File: src/rtl/trme_pkg.sv
// Package for the register/memory executor: shared types, opcodes and constants.
// No dependencies.
package trme_pkg;
   localparam int MEM_WORDS_DEF = 256;
   localparam int LINE_BITS_DEF = 16;
   localparam int WORD_BITS = 64;
   localparam int NUM_REGS = 4;

   typedef enum logic [3:0] {
      OP_ADD = 4'd0, OP_SUB = 4'd1, OP_AND = 4'd2, OP_OR = 4'd3, OP_NOT = 4'd4,
      OP_MOV = 4'd5, OP_CMP = 4'd6, OP_JMP = 4'd7, OP_JE = 4'd8, OP_JNE = 4'd9,
      OP_JGE = 4'd10, OP_JL = 4'd11, OP_IN = 4'd12, OP_OUT = 4'd13, OP_NOP = 4'd14,
      OP_BAD = 4'd15
   } op_type;

   typedef enum logic [1:0] {
      KIND_REG = 2'd0, KIND_MEM = 2'd1, KIND_IND = 2'd2, KIND_IMM = 2'd3
   } kind_type;

   typedef enum logic [1:0] {
      ERR_NONE = 2'd0, ERR_OPERAND = 2'd1, ERR_RANGE = 2'd2, ERR_OP = 2'd3
   } err_type;

   typedef enum logic [1:0] {
      FLAG_EQ = 2'b00, FLAG_GT = 2'b01, FLAG_LT = 2'b11
   } flag_type;

   typedef enum logic [1:0] {
      ST_CLEAR, ST_IDLE, ST_SECOND, ST_EXEC
   } back_state_type;

   typedef struct packed {
      logic [3:0]  op;
      logic [1:0]  first_kind;
      logic [7:0]  first_index;
      logic [63:0] first_immediate;
      logic [1:0]  second_kind;
      logic [7:0]  second_index;
      logic [63:0] second_immediate;
      logic [15:0] jump_target;
      logic [63:0] console_value;
   } req_type;

   typedef struct packed {
      logic [15:0] next_line;
      logic [63:0] print_value;
      logic        print_valid;
      logic        jump_taken;
      logic [1:0]  compare_state;
      logic [1:0]  error_code;
   } rsp_type;
endpackage

File: src/rtl/trme_if.sv
// Valid/ready channel interfaces for requests and responses.
// Depends on trme_pkg.
interface trme_req_if;
   logic               valid;
   logic               ready;
   trme_pkg::req_type  data;
   modport source (output valid, output data, input ready);
   modport sink (input valid, input data, output ready);
endinterface


File: src/rtl/trme_front.sv
// Front end: takes request transfers into a two-entry queue for the back end.
// Depends on trme_pkg and trme_if.
module trme_front (
   input  logic               clock,
   input  logic               reset,
   trme_req_if.sink           req,
   output logic               q_valid,
   output trme_pkg::req_type  q_data,
   input  logic               q_pop
);
   trme_pkg::req_type slot_ff [2];
   logic [1:0] count_ff, count_in;
   logic       rd_ff, rd_in, wr_ff, wr_in;
   logic       push;

   assign req.ready = (count_ff != 2'd2);
   assign push = req.valid && req.ready;
   assign q_valid = (count_ff != 2'd0);
   assign q_data = slot_ff[rd_ff];

   always_comb begin
      count_in = count_ff + {1'b0, push} - {1'b0, q_pop};
      rd_in = rd_ff ^ q_pop;
      wr_in = wr_ff ^ push;
   end

   always_ff @(posedge clock) begin
      if (reset) begin
         count_ff <= 2'd0;
         rd_ff <= 1'b0;
         wr_ff <= 1'b0;
      end else begin
         count_ff <= count_in;
         rd_ff <= rd_in;
         wr_ff <= wr_in;
      end
      if (push) begin
         slot_ff[wr_ff] <= req.data;
      end
   end

`ifndef SYNTHESIS
   a_no_pop_empty: assert property (@(posedge clock) disable iff (reset)
      q_pop |-> count_ff != 2'd0) else $error("pop from empty queue");
   a_count_step: assert property (@(posedge clock) disable iff (reset)
      push && !q_pop |=> count_ff == $past(count_ff) + 2'd1)
      else $error("queue count mismatch");
   a_reset_empty: assert property (@(posedge clock)
      reset |=> count_ff == 2'd0) else $error("queue not empty after reset");
`endif
endmodule

File: src/flat_wrapper.sv
// flat-port wrapper written by rule: the top's interface ports become plain ports
module trme_front_flat 
  (clock, reset, q_valid, q_data, q_pop, req_valid, req_data, req_ready);
  trme_req_if req_i ();
  input  logic clock;
  input  logic reset;
  output logic q_valid;
  output trme_pkg::req_type q_data;
  input  logic q_pop;
  input wire logic [$bits(req_i.valid)-1:0] req_valid;
  input wire logic [$bits(req_i.data)-1:0] req_data;
  output wire logic [$bits(req_i.ready)-1:0] req_ready;
  assign req_i.valid = req_valid;
  assign req_i.data = req_data;
  assign req_ready = req_i.ready;
  trme_front u_core (.clock(clock), .reset(reset), .req(req_i), .q_valid(q_valid), .q_data(q_data), .q_pop(q_pop));
endmodule
File: config.mk
export PLATFORM = sky130hd
export DESIGN_NAME = trme_front_flat
export DESIGN_NICKNAME = d
export VERILOG_FILES = /design/src/rtl/trme_pkg.sv /design/src/rtl/trme_if.sv /design/src/rtl/trme_front.sv /design/src/flat_wrapper.sv
export SDC_FILE = /design/constraint.sdc
export NUM_CORES = 1
export LEC_CHECK = 0
export BUFFER_PORTS_ARGS = -buffer_cell sky130_fd_sc_hd__buf_2
export CAP_MARGIN = 40
export CORE_ASPECT_RATIO = 0.75
export CORE_UTILIZATION = 54
export CTS_BUF_LIST = sky130_fd_sc_hd__clkbuf_4
export DETAILED_ROUTE_END_ITERATION = 8
export PLACE_DENSITY = 0.91
export SYNTH_ARGS = -nofsm -noshare
export SYNTH_HDL_FRONTEND = slang
export SYNTH_SLANG_ARGS = --single-unit
File: constraint.sdc
create_clock -name clock -period 9.6 [get_ports clock]
set_clock_uncertainty 0.05 [all_clocks]
set_input_delay 0.96 -clock clock [delete_from_list [all_inputs] [get_ports clock]]
set_output_delay 0.96 -clock clock [all_outputs]
set_load 0.03 [all_outputs]
==> results.yml <==
detailed_routing:
  first_pass_iters: 5
  ant_nets: 0
  drcViolationCount: 0
  wl_per_cell_um: 20.9
  detailroute.via_count: 9312
  routed_via_density: 5.10
  finalWirelength_um: 38100
  drt-initial-drc-count: 558
power_and_ir_drop:
  ir_worst_vdd_mv: 0.171
  power_density_nw_per_um2: 226
  p_leak_nw: 8.69
  power_mw: 4.95
cts:
  cts_inserted_buffers: 104
  tritoncts: "built"
  ctsHtreeMaxLevel: 3
  cts_sinks: 468
  clkLatencyLatePin_ns: 0.77
  cts_hold_repair.buffers: 0
  cts_setup_buffers: 0
  clk_pin_slew_worst_paths_ns: 0.07
  clock_path_buffers: 3
  root_buffer: "clkbuf_4"
  ctsResizeCount: 0
worst_setup_path:
  cpPeakStageDelay_ns: 0.53
  crit_slowest_cell: "dfxtp_4"
  critical_path_class: "reg2out"
  crit_family: "buffers and inverters"
  crit_chain: "buf_16 -> buf_4 -> buf_16 -> mux2_2 -> buf_2"
  path_common_cell: "buf_16"
  worstSetupStartpointType: "flip-flop"
  arrival_ns: 2.80
  end_kind: "primary output"
  crit_path_max_fanout: 58
  rrSetupSlack_ns: 6.59
  cp.required_ns: 8.59
  cp_num_buf_inv: 4
place:
  placed_area_um2: 20600
  dpl.cell_count: 1638
  gp_congestion: 0.822
  numPortBuffers: 469
  dp_hpwl_um: 26800
grt:
  grt_start_max_net_pins: 106
  grt_overflow: 0
  antenna_found_initial: 12
  grt_pass1_vias: 9673
  grt_pass1_wl_um: 53900
  track_usage_pct: 22.1
floorplanning:
  io_pins: 470
  die-area_um2: 33400
  die_w_um: 211
  rows: 56
  die_h_um: 159
  start_util_pct: 55.6
  coreArea_um2: 31700
timing:
  rsz0062_at_grt: "no"
  setup_tns_ns: 0
  finalCriticalPeriod_ns: 3.81
  fmax_mhz: 262
  slew_viol_final: 0
  tightest_slew_ns: 0.892
  finalHoldViolations: 0
  finalSetupViolations: 0
  relSlewSlack_pct: 40.5
  timing.final.crit_share_pct: 39.7
synthesis:
  synth_seq_area_share_pct: 79.4
  netlist_area_um2: 17700
  yosysUniqueCellTypes: 21
  synthCells: 746
  syn_avg_cell_area_um2: 23.7
  ys_seq_elements: 468
  syn_nets: 984
  synth-warning-count: 0
layout:
  layout_common_cells: "469 x buf_2, 464 x edfxtp_1, 170 x mux2_4"
  area.growth.synth_to_final_pct: 24.2
  stdcell_count: 1826
  final_common_cell: "buf_2"
  drive_gt1_share_pct: 63.9
  final_nets: 1547
  final_area_um2: 21900
run:
  cap_viol_max_count: 0
worst_hold_path:
  hold_path.class: "in2reg"
status:
  outcome: "complete, no violations"
worst reg2reg max path: stages, from the launching register on:
cell and delay, ns:
dfxtp_1 0.36, nand2b_1 0.20, and2_1 0.20, ha_4 0.47, buf_4 0.61, buf_4 0.37, buf_16 0.32
layout make-up:
class                      count  area, um^2
fill                        1965        9820
timing repair buffer         483        2600
sequential                   468       14000
clock inverter                25         163
multi-input combinational    250        3390
antenna                        5        12.5
inverter                       2        7.51
clock buffer                 158        1190
tap                          435         544
sequential cells by signal, summed over array words and instances (netlist names):
| name | cells |
|---|---|
| u_core.slot_ff | 464 |
| u_core.rd_ff | 1 |
| u_core.count_ff | 2 |
| u_core.wr_ff | 1 |
final timing paths:
| check | from | end | cells past startpoint |
|---|---|---|---|
| max | u_core.rd_ff | q_data[0] | 5 |
| min reg2reg | u_core.wr_ff | u_core.wr_ff | 3 |
| min | req_data[47] | u_core.slot_ff[0][47] | 1 |
| max reg2reg | u_core.count_ff[0] | u_core.slot_ff[0][66] | 6 |
per-stage QoR:
step / util (%) / hold WS, ns / setup slack, ns
final: 69.1 / 0.330 / 5.79
after global routing: 69.1 / 0.218 / 5.62
after CTS: 69.0 / 0.221 / 5.71
after detailed placement: 64.8 / 0.564 / 6.12
after global placement: 64.2 / 0.526 / 5.91
after floorplan: - / 0.471 / 2.51
cell families (layout without fill, tap and decap cells):
family / Yosys count / count (layout) / share of synthesized area, %
fa+ha+maj: 2 / 2 / 0.142
buf+inv: 28 / 668 / 1.49
xor+xnor: 1 / 1 / 0.0496
flops: 468 / 468 / 79.4
mux: 234 / 234 / 18.5
simple gates: 11 / 11 / 0.333
other cells: 0 / 5 / 0
compound gates: 2 / 2 / 0.0709
Yosys cell counts (all sizes together):
cell | number | share of area, %
xnor2 | 1 | 0.050
nor2b | 1 | 0.035
nor2 | 3 | 0.064
nand2 | 1 | 0.021
mux2 | 233 | 18
buf | 26 | 1.4
and3 | 1 | 0.035
a21o | 1 | 0.043
and2 | 1 | 0.035
mux2i | 1 | 0.057
nand2b | 1 | 0.035
nand3 | 1 | 0.028
dfxtp | 4 | 0.45
a21oi | 1 | 0.028
or2 | 1 | 0.035
edfxtp | 464 | 79
ha | 2 | 0.14
and2b | 1 | 0.043
inv | 2 | 0.043
per-layer routing:
layer	up-vias	wire length, um	global-route usage, %	share of wire (%)
met5	-	94	0	0.25
met4	16	1460	11.5	3.8
met3	102	3620	9.25	9.5
met2	427	19300	37.5	51
met1	4585	13700	23.9	36
li1	4182	-	-	-
power by group:
group / internal [mW] / total [mW] / switching [mW]
registers: 2.46 / 2.52 / 0.0550
logic: 0.342 / 0.919 / 0.577
clock network: 0.804 / 1.52 / 0.712
(Power assumes the default switching activity.)
